File: config.mk
export PLATFORM = sky130hd
export DESIGN_NAME = bar_sizing_allocator
export DESIGN_NICKNAME = d
export VERILOG_FILES = /design/src/hw/rtl/bsa_pkg.sv /design/src/hw/rtl/bar_sizing_allocator.sv /design/src/hw/rtl/bsa_decode.sv /design/src/hw/rtl/bsa_alloc.sv
export SDC_FILE = /design/constraint.sdc
export NUM_CORES = 2
export LEC_CHECK = 0
export BUFFER_PORTS_ARGS = -buffer_cell sky130_fd_sc_hd__clkbuf_2
export CAP_MARGIN = 5
export CORE_UTILIZATION = 50
export CTS_CLUSTER_SIZE = 10
export DETAILED_ROUTE_END_ITERATION = 10
export GPL_ROUTABILITY_DRIVEN = 0
export PLACE_DENSITY = 0.77
export SLEW_MARGIN = 20
export SYNTH_ARGS = -nofsm -noshare
export SYNTH_HDL_FRONTEND = slang
export SYNTH_SLANG_ARGS = --single-unit
File: constraint.sdc
create_clock -name clock -period 10.7 [get_ports clock]
set_input_delay 2.14 -clock clock [delete_from_list [all_inputs] [get_ports clock]]
set_output_delay 2.14 -clock clock [all_outputs]
set_load 0.05 [all_outputs]
File: src/hw/rtl/bsa_pkg.sv
package bsa_pkg;

   localparam int unsigned NumClasses = 4;
   localparam int unsigned NumRegs    = 8;
   localparam int unsigned AddrWidth  = 64;
   localparam int unsigned WordWidth  = 32;
   localparam int unsigned ClassWidth = $clog2(NumClasses);
   localparam int unsigned IndexWidth = $clog2(NumRegs);

   // BAR word flag positions
   localparam int unsigned BitIo   = 0;
   localparam int unsigned Bit64   = 2;
   localparam int unsigned BitPref = 3;

   localparam logic [AddrWidth-1:0] LowNibbleClear = ~64'hF;
   localparam logic [WordWidth-1:0] UpperOnes      = '1;

   typedef enum logic [1:0] {
      STATUS_ASSIGNED = 2'd0,
      STATUS_EMPTY    = 2'd1,
      STATUS_NO_ROOM  = 2'd2
   } status_type;

   typedef enum logic [ClassWidth-1:0] {
      CLASS_IO   = 2'd0,
      CLASS_NP32 = 2'd1,
      CLASS_P32  = 2'd2,
      CLASS_P64  = 2'd3
   } bar_class_type;

   // Register index: bit 0 selects limit over base, upper bits select the class
   localparam int unsigned RegLimitBit = 0;

   typedef struct packed {
      logic                 empty;
      bar_class_type        bar_class;
      logic [AddrWidth-1:0] size;
      logic [AddrWidth-1:0] align_mask;
   } bar_item_type;

   typedef struct packed {
      status_type           status;
      bar_class_type        bar_class;
      logic [AddrWidth-1:0] granted_address;
      logic [AddrWidth-1:0] region_size;
      logic                 takes_two_slots;
   } bar_result_type;

endpackage

File: src/hw/rtl/bar_sizing_allocator.sv
// Channel  Ports                                         Direction  Handshake
// req      req_bar_word, req_probe_low, req_probe_high   in         req_valid / req_ready
// rsp      rsp_status, rsp_bar_class, rsp_granted_address,
//          rsp_region_size, rsp_takes_two_slots          out        rsp_valid / rsp_ready
// csr      csr_index, csr_write_data                     in         csr_write_enable
//
// One BAR per cycle while rsp is not stalled. On a req transfer the BAR is
// decoded into an input register, then the round-up, end add and limit compare
// on that class's pointer run into the result register, where the pointer
// update also lands and rsp_valid rises. Synchronous reset clears pointers,
// limits and both valid flags. A stalled rsp holds its result; one further BAR
// may wait in the input register meanwhile.
module bar_sizing_allocator
   import bsa_pkg::*;
(
   input  logic                  clock,
   input  logic                  reset,
   input  logic                  req_valid,
   output logic                  req_ready,
   input  logic [WordWidth-1:0]  req_bar_word,
   input  logic [WordWidth-1:0]  req_probe_low,
   input  logic [WordWidth-1:0]  req_probe_high,
   output logic                  rsp_valid,
   input  logic                  rsp_ready,
   output logic [1:0]            rsp_status,
   output logic [ClassWidth-1:0] rsp_bar_class,
   output logic [AddrWidth-1:0]  rsp_granted_address,
   output logic [AddrWidth-1:0]  rsp_region_size,
   output logic                  rsp_takes_two_slots,
   input  logic                  csr_write_enable,
   input  logic [IndexWidth-1:0] csr_index,
   input  logic [AddrWidth-1:0]  csr_write_data
);

   bar_item_type   decoded;
   bar_item_type   item_ff;
   bar_item_type   item_in;
   logic           item_valid_ff;
   logic           item_valid_in;
   bar_result_type result;
   bar_result_type result_ff;
   bar_result_type result_in;
   logic           rsp_valid_ff;
   logic           rsp_valid_in;
   logic           advance;
   logic           out_free;

   bsa_decode u_decode (
      .bar_word   (req_bar_word),
      .probe_low  (req_probe_low),
      .probe_high (req_probe_high),
      .item       (decoded)
   );

   bsa_alloc u_alloc (
      .clock            (clock),
      .reset            (reset),
      .csr_write_enable (csr_write_enable),
      .csr_index        (csr_index),
      .csr_write_data   (csr_write_data),
      .item             (item_ff),
      .commit           (advance),
      .result           (result)
   );

   assign out_free  = !rsp_valid_ff || rsp_ready;
   assign advance   = item_valid_ff && out_free;
   assign req_ready = !item_valid_ff || advance;

   always_comb begin
      item_in       = item_ff;
      item_valid_in = item_valid_ff;
      result_in     = result_ff;
      rsp_valid_in  = rsp_valid_ff;
      if (advance) begin
         result_in     = result;
         rsp_valid_in  = 1'b1;
         item_valid_in = 1'b0;
      end else if (rsp_ready) begin
         rsp_valid_in = 1'b0;
      end
      if (req_valid && req_ready) begin
         item_in       = decoded;
         item_valid_in = 1'b1;
      end
   end

   always_ff @(posedge clock) begin
      if (reset) begin
         item_valid_ff <= 1'b0;
         rsp_valid_ff  <= 1'b0;
      end else begin
         item_valid_ff <= item_valid_in;
         rsp_valid_ff  <= rsp_valid_in;
      end
   end

   // payload only
   always_ff @(posedge clock) begin
      item_ff   <= item_in;
      result_ff <= result_in;
   end

   assign rsp_valid           = rsp_valid_ff;
   assign rsp_status          = result_ff.status;
   assign rsp_bar_class       = result_ff.bar_class;
   assign rsp_granted_address = result_ff.granted_address;
   assign rsp_region_size     = result_ff.region_size;
   assign rsp_takes_two_slots = result_ff.takes_two_slots;

   property p_empty_clean;
      @(posedge clock) disable iff (reset)
         rsp_valid_ff && (result_ff.status == STATUS_EMPTY) |->
            (rsp_granted_address == '0) && (rsp_region_size == '0) && !rsp_takes_two_slots;
   endproperty
   a_empty_clean: assert property (p_empty_clean)
      else $error("empty BAR result carries data");

   property p_no_room_zero;
      @(posedge clock) disable iff (reset)
         rsp_valid_ff && (result_ff.status == STATUS_NO_ROOM) |-> (rsp_granted_address == '0);
   endproperty
   a_no_room_zero: assert property (p_no_room_zero)
      else $error("no-room result carries an address");

   property p_two_slots;
      @(posedge clock) disable iff (reset)
         rsp_valid_ff && (result_ff.status != STATUS_EMPTY) |->
            (rsp_takes_two_slots == (result_ff.bar_class == CLASS_P64));
   endproperty
   a_two_slots: assert property (p_two_slots)
      else $error("two-slot flag disagrees with class");

   property p_advance_fills_rsp;
      @(posedge clock) disable iff (reset)
         advance |=> rsp_valid_ff;
   endproperty
   a_advance_fills_rsp: assert property (p_advance_fills_rsp)
      else $error("result lost on advance");

endmodule

File: src/hw/rtl/bsa_decode.sv
module bsa_decode
   import bsa_pkg::*;
(
   input  logic [WordWidth-1:0] bar_word,
   input  logic [WordWidth-1:0] probe_low,
   input  logic [WordWidth-1:0] probe_high,
   output bar_item_type         item
);

   bar_class_type        bar_class;
   logic [AddrWidth-1:0] probe;
   logic [AddrWidth-1:0] probe_dec;
   logic                 empty;

   always_comb begin
      if (bar_word[BitIo]) begin
         bar_class = CLASS_IO;
      end else if (bar_word[Bit64]) begin
         bar_class = CLASS_P64;
      end else if (bar_word[BitPref]) begin
         bar_class = CLASS_P32;
      end else begin
         bar_class = CLASS_NP32;
      end
   end

   assign empty     = (bar_word == '0);
   assign probe     = ((bar_class == CLASS_P64) ? {probe_high, probe_low}
                                                : {UpperOnes, probe_low}) & LowNibbleClear;
   assign probe_dec = probe - AddrWidth'(1);

   always_comb begin
      item = '0;
      if (!empty) begin
         item.bar_class = bar_class;
         item.size      = ~probe + AddrWidth'(1);
         // size - 1 is ~probe, so the mask below the lowest set bit needs no chain
         item.align_mask = (probe == '0) ? '0 : (~probe & probe_dec);
      end
      item.empty = empty;
   end

endmodule

File: src/hw/rtl/bsa_alloc.sv
module bsa_alloc
   import bsa_pkg::*;
(
   input  logic                  clock,
   input  logic                  reset,
   input  logic                  csr_write_enable,
   input  logic [IndexWidth-1:0] csr_index,
   input  logic [AddrWidth-1:0]  csr_write_data,
   input  bar_item_type          item,
   input  logic                  commit,
   output bar_result_type        result
);

   logic [AddrWidth-1:0] ptr_ff   [NumClasses];
   logic [AddrWidth-1:0] ptr_in   [NumClasses];
   logic [AddrWidth-1:0] limit_ff [NumClasses];
   logic [AddrWidth-1:0] limit_in [NumClasses];

   logic [AddrWidth-1:0] ptr;
   logic [AddrWidth-1:0] limit;
   logic [AddrWidth:0]   bumped;
   logic [AddrWidth-1:0] aligned;
   logic [AddrWidth:0]   region_end;
   logic                 round_over;
   logic                 fits;
   logic [ClassWidth-1:0] cfg_class;

   assign ptr        = ptr_ff[item.bar_class];
   assign limit      = limit_ff[item.bar_class];
   assign bumped     = {1'b0, ptr} + {1'b0, item.align_mask};
   assign round_over = bumped[AddrWidth];
   assign aligned    = bumped[AddrWidth-1:0] & ~item.align_mask;
   assign region_end = {1'b0, aligned} + {1'b0, item.size};
   assign fits       = !region_end[AddrWidth] && (region_end[AddrWidth-1:0] < limit);
   assign cfg_class  = csr_index[IndexWidth-1:1];

   always_comb begin
      result.bar_class       = item.bar_class;
      result.region_size     = item.size;
      result.takes_two_slots = !item.empty && (item.bar_class == CLASS_P64);
      result.granted_address = '0;
      if (item.empty) begin
         result.status = STATUS_EMPTY;
      end else if (round_over || !fits) begin
         result.status = STATUS_NO_ROOM;
      end else begin
         result.status          = STATUS_ASSIGNED;
         result.granted_address = aligned;
      end
   end

   always_comb begin
      ptr_in   = ptr_ff;
      limit_in = limit_ff;
      if (csr_write_enable) begin
         if (csr_index[RegLimitBit]) begin
            limit_in[cfg_class] = csr_write_data;
         end else begin
            ptr_in[cfg_class] = csr_write_data;
         end
      end else if (commit && !item.empty && !round_over) begin
         // keep the rounded pointer even when the region does not fit
         ptr_in[item.bar_class] = fits ? region_end[AddrWidth-1:0] : aligned;
      end
   end

   always_ff @(posedge clock) begin
      if (reset) begin
         for (int i = 0; i < NumClasses; i++) begin
            ptr_ff[i]   <= '0;
            limit_ff[i] <= '0;
         end
      end else begin
         ptr_ff   <= ptr_in;
         limit_ff <= limit_in;
      end
   end

endmodule
; Word level (Yosys, flattened, before mapping)
; Index checks and enable logic that the tools add are counted.
[totals]
ff_bits = 778
output_inout_bits = 135
[classes]
addsub = 4
order_cmp = 5
eq_ne = 3
mux = 26
n_bitwise = 6
reduce_logical = 26
[op_table]
columns = op, n
row1 = $bwmux W256, 3
row2 = $mux W256, 3
row3 = $mux W64, 8
row4 = $bmux W64 S2, 2
row5 = $demux W64 S2, 2
row6 = $add A64 B64 Y65, 2
row7 = $and A64 B64 Y64, 2
row8 = $not A64 Y64, 2
row9 = $add A64 B1 Y64 const B, 1
row10 = $logic_not A64 Y1, 1
row11 = $lt A64 B64 Y1, 1
row12 = $sub A64 B1 Y64 const B, 1
row13 = $logic_not A32 Y1, 1
row14 = $logic_and A1 B1 Y1, 8
row15 = $mux W2, 4
row16 = $ge A3 B3 Y1 const B, 2
row17 = $logic_not A1 Y1, 6
row18 = $lt A3 B1 Y1 const B, 2
row19 = $not A2 Y3, 2
row20 = $reduce_bool A2 Y1, 3
row21 = $eq A2 B2 Y1 const B, 2
row22 = $mux W1, 4
row23 = $reduce_and A2 Y1, 2
row24 = $reduce_or A2 Y1, 2
row25 = other kinds (2), 4

; Logic depth before layout (Yosys ltp)
[depth]
ltp_word = 13
depth_mapped = 40

; Modules after synthesis
; From an unflattened synthesis, not the netlist that was laid out.
[hier_totals]
cells_unflattened = 5165
area_unflattened_um2 = 45835.2
[by_module_without_submodules]
columns = mod, instances, cells_per_inst, area_each_um2
row1 = bsa_alloc, 1, 4478, 35421.5
row2 = bar_sizing_allocator, 1, 274, 8031.5
row3 = bsa_decode, 1, 413, 2382.3

; Least setup slack after synthesis
; Ideal clock, no wire load.
[synth_timing]
path_kind = reg-to-reg
startpoint = register item_ff[128] (netlist name)
endpoint = register u_alloc.ptr_ff[133] (netlist name)
t_arrival_ns = 9.102
required_ns = 10.568
slack_ns = 1.466
stages_incl_launch_ff = 38
period_less_slack_ns = 9.234
path_cell_list = edfxtp_1 -> buf_2 -> clkbuf_1 -> buf_1 -> buf_1 -> mux4_2 -> ha_1 -> clkbuf_1 -> nand2_1 -> nor4_1 -> a22o_1 -> o2111ai_1 -> a21oi_1 -> a21oi_1 -> xor2_1 -> nor2_1 -> ha_1 -> clkbuf_1 -> (+2 left out) -> o21ai_0 -> nand2b_1 -> a311o_1 -> a211o_1 -> a21o_1 -> xnor2_1 -> ha_1 -> nand3_1 -> nor3_1 -> nand4_1 -> a211o_1 -> o32a_1 -> and4_1 -> nand2_1 -> clkbuf_1 -> mux2_2 -> a221oi_1 -> nor3_1
[synth_between]
elab_chain_len = 13
elab_cells_between_ends = 26
[synth_rtl]
columns = item, line
row1 = start: declaration, bar_sizing_allocator.sv:36  ; bar_item_type item_ff;
row2 = start signal: assignment, bar_sizing_allocator.sv:100  ; item_ff <= item_in;
row3 = $not A2 Y3 (implied by the code) (*), bsa_alloc.sv:28  ; assign ptr = ptr_ff[item.bar_class];
row4 = $bmux W64 S2 (*), bsa_alloc.sv:28
row5 = $mux W64 (implied by the code) (*) (2 in series), bsa_alloc.sv:28
row6 = $add A64 B64 Y65 (*), bsa_alloc.sv:30  ; assign bumped = {1'b0, ptr} + {1'b0, item.align_mask};
row7 = $and A64 B64 Y64 (*), bsa_alloc.sv:32  ; assign aligned = bumped[AddrWidth-1:0] & ~item.align_mask;
row8 = via u_alloc.aligned[56], bsa_alloc.sv:22  ; logic [AddrWidth-1:0] aligned;
row9 = $add A64 B64 Y65 (*), bsa_alloc.sv:33  ; assign region_end = {1'b0, aligned} + {1'b0, item.size};
row10 = $lt A64 B64 Y1 / $logic_not A1 Y1 (equally long branches), bsa_alloc.sv:34  ; assign fits = !region_end[AddrWidth] && (region_end[AddrWidth-1:0] < limit);
row11 = $logic_and A1 B1 Y1 (*), bsa_alloc.sv:34
row12 = $mux W64 (*), bsa_alloc.sv:63  ; ptr_in[item.bar_class] = fits ? region_end[AddrWidth-1:0] : aligned;
row13 = $bwmux W256 (*), bsa_alloc.sv:63
row14 = $mux W256 (*), bsa_alloc.sv:61  ; end else if (commit && !item.empty && !round_over) begin
row15 = $mux W256 (*), bsa_alloc.sv:55  ; if (csr_write_enable) begin
row16 = end signal: assignment, bsa_alloc.sv:74  ; ptr_ff <= ptr_in;
row17 = end: declaration, bsa_alloc.sv:14  ; logic [AddrWidth-1:0] ptr_ff [NumClasses];
; Mark *: on every way through the listed nets, which the timed path passes. The rest lies on a longest branch. The select of a mux whose other input is x is not followed.
; A chain may end at the register's enable or synchronous reset.

; Worst setup path in the final report
[layout_timing]
startpoint = register item_ff[129] (netlist name)
endpoint = register result_ff, in the netlist rsp_granted_address[20], data pin
[layout_between]
elab_chain_len = 12
elab_cells_between_ends = 16
[layout_rtl]
columns = item, line
row1 = $not A2 Y3 (implied by the code) (*), bsa_alloc.sv:28
row2 = $bmux W64 S2 (*), bsa_alloc.sv:28
row3 = $mux W64 (implied by the code) (*) (2 in series), bsa_alloc.sv:28
row4 = $add A64 B64 Y65 (*), bsa_alloc.sv:30
row5 = $and A64 B64 Y64 (*), bsa_alloc.sv:32
row6 = via u_alloc.aligned[24], bsa_alloc.sv:22
row7 = $add A64 B64 Y65 (*), bsa_alloc.sv:33
row8 = $lt A64 B64 Y1 / $logic_not A1 Y1 (equally long branches), bsa_alloc.sv:34
row9 = $logic_and A1 B1 Y1 (*), bsa_alloc.sv:34
row10 = $logic_not A1 Y1 (*), bsa_alloc.sv:44  ; end else if (round_over || !fits) begin
row11 = $logic_or A1 B1 Y1 (*), bsa_alloc.sv:44
row12 = $reduce_or A2 Y1 (no line) (*), --
row13 = end signal: assignment, bar_sizing_allocator.sv:101  ; result_ff <= result_in;
row14 = end: declaration, bar_sizing_allocator.sv:41  ; bar_result_type result_ff;
; Marks and branches as above.

==> impl_metrics.ini <==
[worst_setup_path]
critical_path.max_stage_delay_ns = 0.81
required_ns = 11.10
cp_max_fo = 27
start_kind = flop
endpoint_kind = flop
cp.arrival_ns = 10.77
r2r-end = rsp_granted_address[20]
cp_slowest_cell = edfxtp_1
r2r-start = item_ff[129]
r2r.worst_path.cells = 33
r2r_slack_ns = 0.33
crit_type = reg2reg

[logic_synthesis]
synthesis.area_um2 = 44400
synth_edf_count = 253
synthArstFlopShare_pct = 0
synth_top_area_share_pct = 23.2
synth_top_family_by_area = simple AND/OR/NAND/NOR gates
synthDistinctLibCells = 100
netlist_top_cells_area = dfxtp_1 (23%), edfxtp_1 (17%), mux4_2 (6.5%), nand2_1 (6.5%), a21oi_1 (5.4%)
yosys.area_share.simple_pct = 20.3
ys.flop_type = dfxtp_1
syn_area_per_cell_um2 = 8.78
synthAdderAreaFrac_pct = 5.42
seq_area_frac_synth_pct = 40.3
synth_top_area_cell = dfxtp_1
ys_ff_latch = 767
synthCells = 5060
synthMuxAreaShare_pct = 7.78
synth-xor-area-share_pct = 2.54
synth_compound_area_share_pct = 18.2
synth.most_common_cell = nand2_1
yosys_warnings = 0
ys_top_cells_by_count = nand2_1 (768), nor2_1 (536), dfxtp_1 (514)

[timing]
fin_crit_ns = 10.37
report.final.slew_viol_count = 0
setup_tns_ns = 0
achievable-frequency_mhz = 96.4
period_share_pct = 96.9
rsz0062_at_grt = false
slew_headroom_pct = 24.0
tightest_slew_ns = 1.12
finalClockSkew_ns = 0.0267
hold_viol_final = 0
setup_viol = 0

[global_route]
grt_max_degree = 214
grt_pass1_vias = 39492
antenna_found_initial = 22
grt_pass1_wl_um = 233000
globalRouteOverflowTotal = 0
grt_usage_pct = 33.6

[clock_network]
cts_tree = built
ctsRootBufferMaster = clkbuf_16
numCtsBuffers = 89
cts.sink_count = 767
clk_pin_slew_ns = 0.06
cts_setup_buffers = 0
post_cts_resize_count = 0
cts.path.max_buffers = 3
htreeDepth = 3
clk_latency_ns = 0.68
ctsHoldBuffers = 0

[final_layout]
syn2layout_area_growth_pct = 13.6
fin_nets = 5655
drive_gt1_share_pct = 16.9
finalNonFillerCells = 6517

[route]
ant_nets = 0
firstDrtPassIters = 8
wl_per_cell_um = 23.9
wl_um = 156000
drc = 0
first_iter_violations = 6308
via_per_inst = 6.52
num_vias = 42514

[hold_path]
min-delay-start = u_alloc.limit_ff[52]
holdPathEnd = u_alloc.limit_ff[52]
hold_class = reg2reg
hold_depth = 2

[pwr]
cellLeakagePower_uw = 0.0191
powerDensity_nw_per_um2 = 154
max-vdd-ir-drop_uv = 150

[floorplanning]
boundaryPins = 303
rows = 108
die_y_um = 300
coreArea_um2 = 87400
initial_core_util_pct = 50.8
dieArea_um2 = 90100
dieWidth_um = 300

[placed_design]
dpl.hpwl_um = 107000
io_buffers = 294
dp.cells = 6359

[status]
outcome = complete, no violations

[flow_run]
cap_violations = 0
[metal layers]
metal / up-vias / wire length, um / part of all wire (%) / global-route usage [%]
li1: 18909 / - / - / -
met2: 3039 / 66300 / 43 / 50.1
met5: - / 84 / 0.054 / 0
met3: 547 / 23200 / 15 / 9.68
met1: 20005 / 58400 / 38 / 45.1
met4: 14 / 7660 / 4.9 / 15.0
[final cells by class]
class / instances / area (um2)
inverters: 154 / 583
flip-flops and latches: 767 / 17900
multi-input cells: 3724 / 24300
diodes: 15 / 37.5
clock buffers: 134 / 2490
well taps: 1155 / 1450
repair buffers: 559 / 3660
clock inverters: 9 / 90.1
fillers: 7381 / 36900
[cell families (layout without fill, tap and decap cells)]
logic type      Yosys count  in the layout
simple gates           1998           1998
compound gates         1220           1220
flops                   767            767
buf+inv                 572            856
fa+ha+maj               192            192
mux                     181            181
xor+xnor                129            129
other cells               1             19
[state kept, by name, summed over array words and instances (netlist names)]
| register | cells |
|---|---|
| u_alloc.limit_ff | 256 |
| rsp_takes_two_slots | 1 |
| rsp_valid | 1 |
| rsp_status | 2 |
| rsp_region_size | 60 |
| rsp_bar_class | 2 |
| rsp_granted_address | 64 |
| item_ff | 124 |
| u_alloc.ptr_ff | 256 |
| item_valid_ff | 1 |
[worst max-delay path by stage]
stage               slack, ns                      end          from
detailed placement       0.61      u_alloc.ptr_ff[126]  item_ff[129]
floorplan                1.47      u_alloc.ptr_ff[133]  item_ff[128]
CTS                      0.50      u_alloc.ptr_ff[126]  item_ff[129]
global placement         0.75      u_alloc.ptr_ff[126]  item_ff[129]
finish                   0.33  rsp_granted_address[20]  item_ff[129]
global route             0.06  rsp_granted_address[20]  item_ff[129]
[metrics by stage]
step	area (um2)	worst slack (ns)	hold WS, ns	total power (uW)	util [%]
4_1_cts	50500	0.502	0.453	7700	57.7
2_1_floorplan	44400	1.47	0.421	4280	-
5_1_grt	50500	0.0564	0.468	7990	57.8
3_5_place_dp	47900	0.614	0.446	4930	54.8
6_report	50500	0.331	0.451	7770	57.8
3_3_place_gp	47900	0.746	0.438	4900	54.8
[placed cells by master, fill, tap and decap left out, types with 92 or more instances in the layout]
cell type,Yosys,final
a21oi_1,478,477
a221oi_1,193,193
buf_4,69,250
clkbuf_16,0,92
clkbuf_2,1,293
dfxtp_1,514,514
edfxtp_1,253,253
ha_1,191,191
inv_1,151,150
mux4_2,128,128
nand2_1,768,764
nor2_1,536,532
nor3_1,271,268
o21ai_0,108,107
[critical path: cells and delay by family (launching register included)]
family                   cells  cell delay (ns)
buffers and inverters        4             1.02
XOR/XNOR                     1             0.12
adder cells (fa/ha/maj)      3             1.11
AND/OR/NAND/NOR             18             4.93
flip-flops                   1             0.81
AO/OA/AOI/OAI                6             1.65
multiplexers                 1             0.40
[power by group]
part / internal (uW) / leakage, uW / switching (uW)
clock: 1590 / 0.00125 / 1220
combinational: 630 / 0.0113 / 1140
sequential: 3120 / 0.00659 / 65.8
total: 5340 / 0.0191 / 2430
Note: power is estimated with default switching activity, not from simulation.
